File: src/hw/rtl/cbeq_pkg.sv
// Shared constants and types for the cascaded biquad equalizer.
// No dependencies; imported by the top level.
package cbeq_pkg;

  // Default sizes, handed to the top-level parameters
  localparam int NUM_BANDS_DEF    = 6;
  localparam int NUM_CHANNELS_DEF = 2;
  localparam int SAMPLE_BITS_DEF  = 24;
  localparam int COEF_BITS_DEF    = 32;

  // Fixed formats
  localparam int MASK_BITS     = 6;   // width of the band enable register
  localparam int NUM_COEFS     = 5;   // b0 b1 b2 a1 a2
  localparam int GUARD_BITS    = 9;   // delay scale above sample scale
  localparam int COEF_INT_BITS = 6;   // Q5.26 integer part incl. sign
  localparam int DELAY_EXTRA   = 16;  // delay word is sample width plus this

  localparam logic [MASK_BITS-1:0] MASK_RESET = 6'd63;

  // Coefficient selectors
  localparam logic [2:0] COEF_B0 = 3'd0;
  localparam logic [2:0] COEF_B1 = 3'd1;
  localparam logic [2:0] COEF_B2 = 3'd2;
  localparam logic [2:0] COEF_A1 = 3'd3;
  localparam logic [2:0] COEF_A2 = 3'd4;

  typedef enum logic {
    OP_SAMPLE     = 1'b0,
    OP_COEF_WRITE = 1'b1
  } op_t;

endpackage

File: src/hw/rtl/cbeq_ram.sv
// Generic single-write, single-read RAM with registered read data.
// No dependencies.
module cbeq_ram #(
  parameter int WIDTH = 32,
  parameter int DEPTH = 8
) (
  input  logic                                   clk,
  input  logic                                   we,
  input  logic [(DEPTH > 1 ? $clog2(DEPTH) : 1)-1:0] waddr,
  input  logic [WIDTH-1:0]                       wdata,
  input  logic [(DEPTH > 1 ? $clog2(DEPTH) : 1)-1:0] raddr,
  output logic [WIDTH-1:0]                       rdata
);

  logic [WIDTH-1:0] mem [DEPTH];

  always_ff @(posedge clk) begin
    if (we) begin
      mem[waddr] <= wdata;
    end
    rdata <= mem[raddr];
  end

endmodule

File: src/hw/rtl/cascaded_biquad_equalizer_top.sv
// Cascaded biquad equalizer, DF2T sections sharing one multiplier; top level.
// Depends on cbeq_pkg and cbeq_ram.
//
// Sequence: each enabled band runs the full step sequence and each bypassed band
//   only its address step; then the result register loads.
// A new sample item is taken only when idle, once the last result has gone into the
//   result register; the five products per band share the single multiplier.
// A coefficient-write item is taken while idle and gives no result.
// Reset (rst, synchronous): enable mask all ones, every coefficient reads as unity
//   (b0 = 1.0, rest 0) and every delay as zero, via valid bits; no clearing pass.
module cascaded_biquad_equalizer_top
  import cbeq_pkg::*;
#(
  parameter int NUM_BANDS    = NUM_BANDS_DEF,
  parameter int NUM_CHANNELS = NUM_CHANNELS_DEF,
  parameter int SAMPLE_BITS  = SAMPLE_BITS_DEF,
  parameter int COEF_BITS    = COEF_BITS_DEF
) (
  input  logic                          clk,
  input  logic                          rst,
  // configuration: band enable mask
  input  logic                          cfg_we,
  input  logic [MASK_BITS-1:0]          cfg_data,
  // input items
  input  logic                          in_valid,
  output logic                          in_ready,
  input  logic                          operation,
  input  logic                          channel,
  input  logic signed [SAMPLE_BITS-1:0] sample_in,
  input  logic [2:0]                    band,
  input  logic [2:0]                    coef_index,
  input  logic signed [COEF_BITS-1:0]   coef_value,
  // result items
  output logic                          out_valid,
  input  logic                          out_ready,
  output logic                          out_channel,
  output logic signed [SAMPLE_BITS-1:0] sample_out,
  output logic                          clipped
);

  // ---------------------------------------------------------------------------
  // Derived sizes
  // ---------------------------------------------------------------------------
  localparam int DB     = SAMPLE_BITS + DELAY_EXTRA;              // delay word
  localparam int PW     = SAMPLE_BITS + COEF_BITS;                // raw product
  localparam int PS     = COEF_BITS - COEF_INT_BITS - GUARD_BITS; // product shift
  localparam int SW     = PW - PS;                                // scaled product
  localparam int AW     = DB + 2;                                 // z accumulators
  localparam int ACC0W  = DB + 1;                                 // band output sum
  localparam int YW     = ACC0W - GUARD_BITS;                     // y before sat
  localparam int CDEPTH = NUM_BANDS * NUM_COEFS;
  localparam int DDEPTH = NUM_BANDS * NUM_CHANNELS;
  localparam int CAW    = CDEPTH > 1 ? $clog2(CDEPTH) : 1;
  localparam int DAW    = DDEPTH > 1 ? $clog2(DDEPTH) : 1;
  localparam int BIW    = NUM_BANDS > 1 ? $clog2(NUM_BANDS) : 1;
  localparam int CHW    = NUM_CHANNELS > 1 ? $clog2(NUM_CHANNELS) : 1;

  localparam logic signed [COEF_BITS-1:0] COEF_ONE =
    COEF_BITS'(1) << (COEF_BITS - COEF_INT_BITS);
  localparam logic signed [PW-1:0]    PROD_HALF = PW'(1) << (PS - 1);
  localparam logic signed [ACC0W-1:0] Y_ROUND   = ACC0W'(1) << (GUARD_BITS - 1);
  localparam logic signed [SAMPLE_BITS-1:0] S_MAX = {1'b0, {(SAMPLE_BITS-1){1'b1}}};
  localparam logic signed [SAMPLE_BITS-1:0] S_MIN = {1'b1, {(SAMPLE_BITS-1){1'b0}}};
  localparam logic signed [DB-1:0]    D_MAX = {1'b0, {(DB-1){1'b1}}};
  localparam logic signed [DB-1:0]    D_MIN = {1'b1, {(DB-1){1'b0}}};
  localparam logic [BIW-1:0]          LAST_BAND = BIW'(NUM_BANDS - 1);

  // Per-band sequence. Step k also issues the read of coefficient k.
  localparam logic [2:0] STEP_ADDR = 3'd0;  // read delay row, coef b0
  localparam logic [2:0] STEP_MB0  = 3'd1;  // x*b0, latch z1/z2
  localparam logic [2:0] STEP_MB1  = 3'd2;  // x*b1, form y
  localparam logic [2:0] STEP_MB2  = 3'd3;  // x*b2, acc1 = x*b1
  localparam logic [2:0] STEP_MA1  = 3'd4;  // y*a1, acc2 = x*b2
  localparam logic [2:0] STEP_MA2  = 3'd5;  // y*a2, acc1 -= y*a1, += z2
  localparam logic [2:0] STEP_WB   = 3'd6;  // write z1/z2 back

  typedef enum logic [2:0] {
    S_IDLE = 3'b001,
    S_RUN  = 3'b010,
    S_DONE = 3'b100
  } state_t;

  // ---------------------------------------------------------------------------
  // Registers
  // ---------------------------------------------------------------------------
  state_t                   state;
  logic [2:0]               step;
  logic [BIW-1:0]           band_idx;
  logic [CHW-1:0]           ch_q;
  logic [MASK_BITS-1:0]     mask_q;
  logic [CDEPTH-1:0]        coef_vld;   // entry written since reset
  logic [DDEPTH-1:0]        dly_vld;    // row written since reset/clear
  logic                     coef_vld_q; // valid of the entry being read out
  logic                     coef_b0_q;  // entry being read out is a b0
  logic                     dly_vld_q;

  logic signed [SAMPLE_BITS-1:0] x_q;
  logic signed [SAMPLE_BITS-1:0] y_q;
  logic                          clip_q;
  logic signed [DB-1:0]          z1_q;
  logic signed [DB-1:0]          z2_q;
  logic signed [AW-1:0]          acc1_q;
  logic signed [AW-1:0]          acc2_q;
  logic signed [PW-1:0]          prod_q;

  // ---------------------------------------------------------------------------
  // Memories
  // ---------------------------------------------------------------------------
  logic                   coef_we;
  logic [CAW-1:0]         coef_waddr;
  logic [CAW-1:0]         coef_raddr;
  logic [COEF_BITS-1:0]   coef_rdata;
  logic                   dly_we;
  logic [DAW-1:0]         dly_addr;
  logic [2*DB-1:0]        dly_wdata;
  logic [2*DB-1:0]        dly_rdata;

  cbeq_ram #(
    .WIDTH (COEF_BITS),
    .DEPTH (CDEPTH)
  ) u_coef_ram (
    .clk   (clk),
    .we    (coef_we),
    .waddr (coef_waddr),
    .wdata (coef_value),
    .raddr (coef_raddr),
    .rdata (coef_rdata)
  );

  cbeq_ram #(
    .WIDTH (2 * DB),
    .DEPTH (DDEPTH)
  ) u_dly_ram (
    .clk   (clk),
    .we    (dly_we),
    .waddr (dly_addr),
    .wdata (dly_wdata),
    .raddr (dly_addr),
    .rdata (dly_rdata)
  );

  // ---------------------------------------------------------------------------
  // Combinational datapath
  // ---------------------------------------------------------------------------
  logic                     in_acc;
  logic                     coef_wr_ok;
  logic                     out_load;
  logic [NUM_BANDS-1:0]     band_on_vec;
  logic                     band_on;
  logic signed [COEF_BITS-1:0]   coef_eff;
  logic signed [SAMPLE_BITS-1:0] mul_a;
  logic signed [PW-1:0]          mul_p;
  logic signed [PW-1:0]          prod_rnd;
  logic signed [SW-1:0]          prod_sc;
  logic signed [ACC0W-1:0]       acc0;
  logic signed [YW-1:0]          y_pre;
  logic                          y_ovf;
  logic signed [SAMPLE_BITS-1:0] y_sat;
  logic signed [AW-1:0]          z2_full;

  function automatic logic signed [DB-1:0] sat_delay(input logic signed [AW-1:0] v);
    logic ovf;
    ovf = (v[AW-1:DB-1] != {(AW-DB+1){v[AW-1]}});
    if (ovf) begin
      return v[AW-1] ? D_MIN : D_MAX;
    end
    return v[DB-1:0];
  endfunction

  // bands past the mask register width are always on
  for (genvar i = 0; i < NUM_BANDS; i++) begin : g_band_on
    if (i < MASK_BITS) begin : g_mask
      assign band_on_vec[i] = mask_q[i];
    end else begin : g_fixed
      assign band_on_vec[i] = 1'b1;
    end
  end
  assign band_on = band_on_vec[band_idx];

  assign in_ready   = (state == S_IDLE);
  assign in_acc     = in_valid && in_ready;
  assign coef_wr_ok = (int'(band) < NUM_BANDS) && (coef_index <= COEF_A2);
  assign coef_we    = in_acc && (operation == OP_COEF_WRITE) && coef_wr_ok;
  assign coef_waddr = CAW'(int'(band) * NUM_COEFS + int'(coef_index));
  assign coef_raddr = CAW'(int'(band_idx) * NUM_COEFS + int'(step));
  assign out_load   = (state == S_DONE) && (!out_valid || out_ready);

  assign dly_addr  = DAW'(int'(band_idx) * NUM_CHANNELS + int'(ch_q));
  assign dly_we    = (state == S_RUN) && (step == STEP_WB);

  // unwritten coefficient reads as unity section
  assign coef_eff = coef_vld_q ? coef_rdata : (coef_b0_q ? COEF_ONE : '0);
  assign mul_a    = (step <= STEP_MB2) ? x_q : y_q;
  assign mul_p    = PW'(mul_a) * PW'(coef_eff);

  // round half up, then drop PS bits
  assign prod_rnd = prod_q + PROD_HALF;
  assign prod_sc  = prod_rnd[PW-1:PS];

  assign acc0  = ACC0W'(prod_sc) + ACC0W'(z1_q) + Y_ROUND;
  assign y_pre = acc0[ACC0W-1:GUARD_BITS];
  assign y_ovf = (y_pre[YW-1:SAMPLE_BITS-1] != {(YW-SAMPLE_BITS+1){y_pre[YW-1]}});
  assign y_sat = y_ovf ? (y_pre[YW-1] ? S_MIN : S_MAX) : y_pre[SAMPLE_BITS-1:0];

  assign z2_full   = acc2_q - AW'(prod_sc);
  assign dly_wdata = {sat_delay(acc1_q), sat_delay(z2_full)};

  // ---------------------------------------------------------------------------
  // Control
  // ---------------------------------------------------------------------------
  always_ff @(posedge clk) begin
    if (rst) begin
      state     <= S_IDLE;
      step      <= STEP_ADDR;
      band_idx  <= '0;
      mask_q    <= MASK_RESET;
      coef_vld  <= '0;
      dly_vld   <= '0;
      out_valid <= 1'b0;
    end else begin
      if (cfg_we) begin
        mask_q <= cfg_data;
      end
      // load wins over drain; a taken result with nothing behind it empties
      if (out_load) begin
        out_valid <= 1'b1;
      end else if (out_ready) begin
        out_valid <= 1'b0;
      end

      if (coef_we) begin
        coef_vld[coef_waddr] <= 1'b1;
        // new coefficient: every channel of that band restarts from zero
        for (int r = 0; r < DDEPTH; r++) begin
          if (r / NUM_CHANNELS == int'(band)) begin
            dly_vld[r] <= 1'b0;
          end
        end
      end
      if (dly_we) begin
        dly_vld[dly_addr] <= 1'b1;
      end

      unique case (state)
        S_IDLE: begin
          if (in_acc && operation == OP_SAMPLE) begin
            state    <= S_RUN;
            step     <= STEP_ADDR;
            band_idx <= '0;
          end
        end
        S_RUN: begin
          if ((step == STEP_ADDR && !band_on) || step == STEP_WB) begin
            step <= STEP_ADDR;
            if (band_idx == LAST_BAND) begin
              state <= S_DONE;
            end else begin
              band_idx <= band_idx + 1'b1;
            end
          end else begin
            step <= step + 1'b1;
          end
        end
        S_DONE: begin
          if (out_load) begin
            state <= S_IDLE;
          end
        end
        default: begin
          state <= S_IDLE;
        end
      endcase
    end
  end

  // ---------------------------------------------------------------------------
  // Datapath registers
  // ---------------------------------------------------------------------------
  always_ff @(posedge clk) begin
    coef_vld_q <= coef_vld[coef_raddr];
    coef_b0_q  <= (step == STEP_ADDR);
    dly_vld_q  <= dly_vld[dly_addr];
    prod_q     <= mul_p;

    if (in_acc && operation == OP_SAMPLE) begin
      x_q    <= sample_in;
      ch_q   <= (NUM_CHANNELS > 1) ? CHW'(channel) : '0;
      clip_q <= 1'b0;
    end

    if (state == S_RUN) begin
      unique case (step)
        STEP_MB0: begin
          z1_q <= dly_vld_q ? dly_rdata[2*DB-1:DB] : '0;
          z2_q <= dly_vld_q ? dly_rdata[DB-1:0]    : '0;
        end
        STEP_MB1: begin
          y_q    <= y_sat;
          clip_q <= clip_q | y_ovf;
        end
        STEP_MB2: acc1_q <= AW'(prod_sc);
        STEP_MA1: acc2_q <= AW'(prod_sc);
        STEP_MA2: acc1_q <= acc1_q - AW'(prod_sc) + AW'(z2_q);
        STEP_WB:  x_q    <= y_q;
        default: ;
      endcase
    end

    if (out_load) begin
      out_channel <= ch_q[0];
      sample_out  <= x_q;
      clipped     <= clip_q;
    end
  end

  // ---------------------------------------------------------------------------
  // Assertions
  // ---------------------------------------------------------------------------
  // delay write-back always follows the address step that read its row
  a_wb_after_read: assert property (@(posedge clk) disable iff (rst)
    dly_we |-> $past(state == S_RUN && step == STEP_ADDR, 6))
    else $error("delay write-back without matching read");

  a_coef_wr_idle: assert property (@(posedge clk) disable iff (rst)
    coef_we |-> state == S_IDLE)
    else $error("coefficient write during a sample");

  a_step_range: assert property (@(posedge clk) disable iff (rst)
    state == S_RUN |-> step <= STEP_WB)
    else $error("band step counter out of range");

  a_sample_start: assert property (@(posedge clk) disable iff (rst)
    in_acc && operation == OP_SAMPLE |=> state == S_RUN && band_idx == '0 && step == STEP_ADDR)
    else $error("sample item did not start at band zero");

  a_done_loads: assert property (@(posedge clk) disable iff (rst)
    state == S_DONE && (!out_valid || out_ready) |=> out_valid && state == S_IDLE)
    else $error("finished sample not moved to output register");

endmodule
File: config.mk
export PLATFORM = sky130hd
export DESIGN_NAME = cascaded_biquad_equalizer_top
export DESIGN_NICKNAME = d
export VERILOG_FILES = /design/src/hw/rtl/cbeq_pkg.sv /design/src/hw/rtl/cbeq_ram.sv /design/src/hw/rtl/cascaded_biquad_equalizer_top.sv
export SDC_FILE = /design/constraint.sdc
export NUM_CORES = 2
export LEC_CHECK = 0
export BUFFER_PORTS_ARGS = -buffer_cell sky130_fd_sc_hd__buf_4
export CAP_MARGIN = 20
export CELL_PAD_IN_SITES_DETAIL_PLACEMENT = 0
export CELL_PAD_IN_SITES_GLOBAL_PLACEMENT = 1
export CORE_MARGIN = 10
export CORE_UTILIZATION = 55
export DETAILED_ROUTE_END_ITERATION = 6
export GPL_TIMING_DRIVEN = 0
export PLACE_DENSITY = 0.8
export SETUP_SLACK_MARGIN = 0.4
export SYNTH_ARGS = -nofsm -noshare
export SYNTH_HDL_FRONTEND = slang
export SYNTH_SLANG_ARGS = --single-unit
File: constraint.sdc
create_clock -name clk -period 28 [get_ports clk]
set_input_delay 7 -clock clk [delete_from_list [all_inputs] [get_ports clk]]
set_output_delay 7 -clock clk [all_outputs]
set_load 0.05 [all_outputs]
==> metrics.txt <==
status=finished clean; WS Path Type=reg -> reg; EDFF count, synth=2,132; nets=9,801; Final Critical Period=12.38 ns; clock-pin slew on the worst setup and hold paths=0.06 ns; via count=70,915; CTS tree=done; Avg WL per Cell=30.1 um; setup bufs post-CTS=0; Seq/Total Area, Yosys=56.5%; crit-path max cell delay=0.94 ns; Via-to-Cell Ratio=6.04; Worst EP arrival=13.11 ns; yosys warns=0; DIE AREA=0.241 mm^2; CP startpoint kind=register; worst hold path class=reg -> reg; Final ANT Viol Nets=0; cts hold-fix bufs=0; Final Skew=0.0715 ns; Initial Util=55.4%; Yosys top cell by area=edfxtp_1; Mapped Area=0.122 mm^2; sequential power share=40.7%; clk root buf=clkbuf_16; first-pass iteration count of the detailed router=6; row cnt=172; CTS max path bufs=3; pwr dens=76.0 mW/mm^2; post-synthesis async set-or-reset flop share=0%; max-slew violations=0; Synth Register Bits=2,370; Most used DFF post-synth=edfxtp_1; Final Power=10.4 mW; CP endpoint kind=register; gr ovfl total=0; Area growth syn-to-layout=12.1%; DR iter-0 viols=7,877; Pleak=50.0 nW; Tcrit/Tclk final=44.2%; Top Ports=103; Clk Latency, worst-skew pair=0.90 ns; Net Sw Frac=33.2%; core region area=0.220 mm^2; Mapped Nets=9,314; post-synth top area share=52.5%; syn_area_per_cell=15.1 um^2; slew margin rel.=12.9%; switching power=3.45 mW; Clk network pwr share=29.0%; routability cong.=0.977; Comb power frac=30.3%; WP data required=28.72 ns; # Max-Cap Violations=0; post-detail-place hpwl=262 mm; final setup violation count=0; Buffers on Ports=102; GR Util All Layers=29.2%; CP dominant cell by count=fa_1; CP bufs+invs=9; delay-heaviest family, CP=adder cells; commonest non-fill, non-tap cell in the layout=edfxtp_1; Peak Freq=80.8 MHz; Synth Instances=8,084; H-tree depth reported by CTS=4; CTS buffer count=226; slowest stage cell, crit path=mux2i_1; RSZ-0062 raised after global routing=no; proportion of layout cells with a drive suffix above 1=15.3%; top cells by area, synth=edfxtp_1, fa_1, mux4_2; Hold Vio Cnt, Final=0; commonest non-fill, non-tap cells in the layout=edfxtp_1, inv_1, fa_1; Die H=491 um; CTS sink cnt=2,370; setup TNS=0 ns; vias in the first global route=73,660; largest net degree at the start of global routing=54; die width=491 um; library cells used by synthesis=96; peak supply drop=0.0000826 V; final WL=353 mm; Internal Power=6.93 mW; crit path max fanout=10; first-pass GRT wire length=512 mm; cts repair resizes=0; initial antenna violation count=25; Residual DRC=0; Slew @ Worst Pin=1.27 ns
-- synth_stat cells (7+ instances only) --
| cell | count |
|---|---|
| edfxtp_1 | 2132 |
| inv_1 | 867 |
| fa_1 | 826 |
| nand2_1 | 679 |
| nor2_1 | 620 |
| mux4_2 | 539 |
| ha_1 | 329 |
| clkbuf_1 | 263 |
| dfxtp_1 | 238 |
| a21oi_1 | 223 |
| o21ai_0 | 156 |
| and2_1 | 132 |
| mux2i_1 | 128 |
| xnor2_1 | 115 |
| xor2_1 | 87 |
| mux2_2 | 86 |
| a21o_1 | 84 |
| buf_1 | 81 |
| nand3_1 | 60 |
| nand2b_1 | 34 |
| nand4_1 | 32 |
| o21bai_1 | 30 |
| nor2b_1 | 28 |
| and3_1 | 25 |
| nor3_1 | 24 |
| o21a_1 | 21 |
| o21ai_1 | 20 |
| a31oi_1 | 18 |
| o211ai_1 | 17 |
| a211oi_1 | 15 |
| buf_2 | 12 |
| a211o_1 | 10 |
| or2_2 | 10 |
| or3_1 | 10 |
| o21ai_2 | 9 |
| o21ba_2 | 7 |
-- power groups by stage --
stage / clock network [mW] / logic [mW] / registers, mW
floorplan: 0 / 2.01 / 4.26
global placement: 0 / 3.00 / 4.30
detailed placement: 0 / 3.08 / 4.30
CTS: 3.04 / 3.10 / 4.22
global route: 3.18 / 3.42 / 4.23
finish: 3.01 / 3.15 / 4.22
-- kinds of logic after synthesis --
kind of cell	after synthesis	share of synthesized area, %
DFF	2370	56.5
xor gates and xnor gates	202	1.45
buffers and inverters	1230	3.82
AOI/OAI and AO/OA	682	3.51
adders and majority gates	1155	17.0
and+or+nand+nor	1692	6.00
muxes	753	11.8
-- per-stage QoR --
stage / hold slack [ns] / worst slack [ns] / cells / util (%) / instance area, um^2
final: 0.472 / 15.62 / 11738 / 62.1 / 137000
after global placement: 0.444 / 13.00 / 11144 / 57.4 / 126000
after global routing: 0.493 / 15.35 / 11731 / 62.1 / 137000
after detailed placement: 0.458 / 15.78 / 11267 / 58.5 / 129000
after CTS: 0.472 / 15.76 / 11696 / 61.9 / 136000
after floorplan: 0.409 / 17.52 / 8084 / - / 122000
-- layer usage --
| metal | track usage [%] | share of wire [%] |
|---|---|---|
| met1 | 39.9 | 39 |
| met4 | 11.6 | 4.7 |
| met2 | 45.6 | 47 |
| met3 | 6.94 | 9.7 |
| met5 | 0 | 0.031 |
-- sequential cells by signal, indices dropped and copies added, names as in the netlist, 3 cells and up --
register          flops
u_dly_ram.rdata      80
band_idx              3
u_dly_ram.mem       960
z2_q                 40
prod_q               40
acc2_q               39
u_coef_ram.mem      960
u_coef_ram.rdata     32
y_q                  24
acc1_q               42
z1_q                 40
coef_vld             30
step                  3
sample_out           24
x_q                  24
state                 3
dly_vld              12
band_on_vec           6
-- worst reg2reg max path, delay by kind of cell, from the launching register on --
family / cells / cell delay (ns)
xor gates and xnor gates: 1 / 0.40
muxes: 1 / 0.94
and+or+nand+nor: 4 / 0.94
AOI/OAI and AO/OA: 8 / 3.01
DFF: 1 / 0.41
adders and majority gates: 9 / 4.39
buffers and inverters: 9 / 2.16
-- final timing paths --
check	from	end	slack, ns	cells past startpoint
worst max register to register	step[2]$_SDFFE_PP0P_	prod_q[55]$_DFF_P_	15.62	32
worst min-delay path	coef_vld[22]$_SDFFE_PP0P_	coef_vld[22]$_SDFFE_PP0P_	0.47	2
worst max-delay path	step[2]$_SDFFE_PP0P_	prod_q[55]$_DFF_P_	15.62	32
worst min register to register	coef_vld[22]$_SDFFE_PP0P_	coef_vld[22]$_SDFFE_PP0P_	0.47	2
-- layout make-up --
cell class	instances	area, um^2
well taps	2958	3700
diodes	8	20.0
inverters	869	3270
fillers	16195	83400
flip-flops and latches	2370	68800
clock buffers	299	6140
multi-input cells	4484	48700
clock inverters	130	1240
repair buffers	259	3230
plain buffers	361	1390
(Power assumes the default switching activity.)
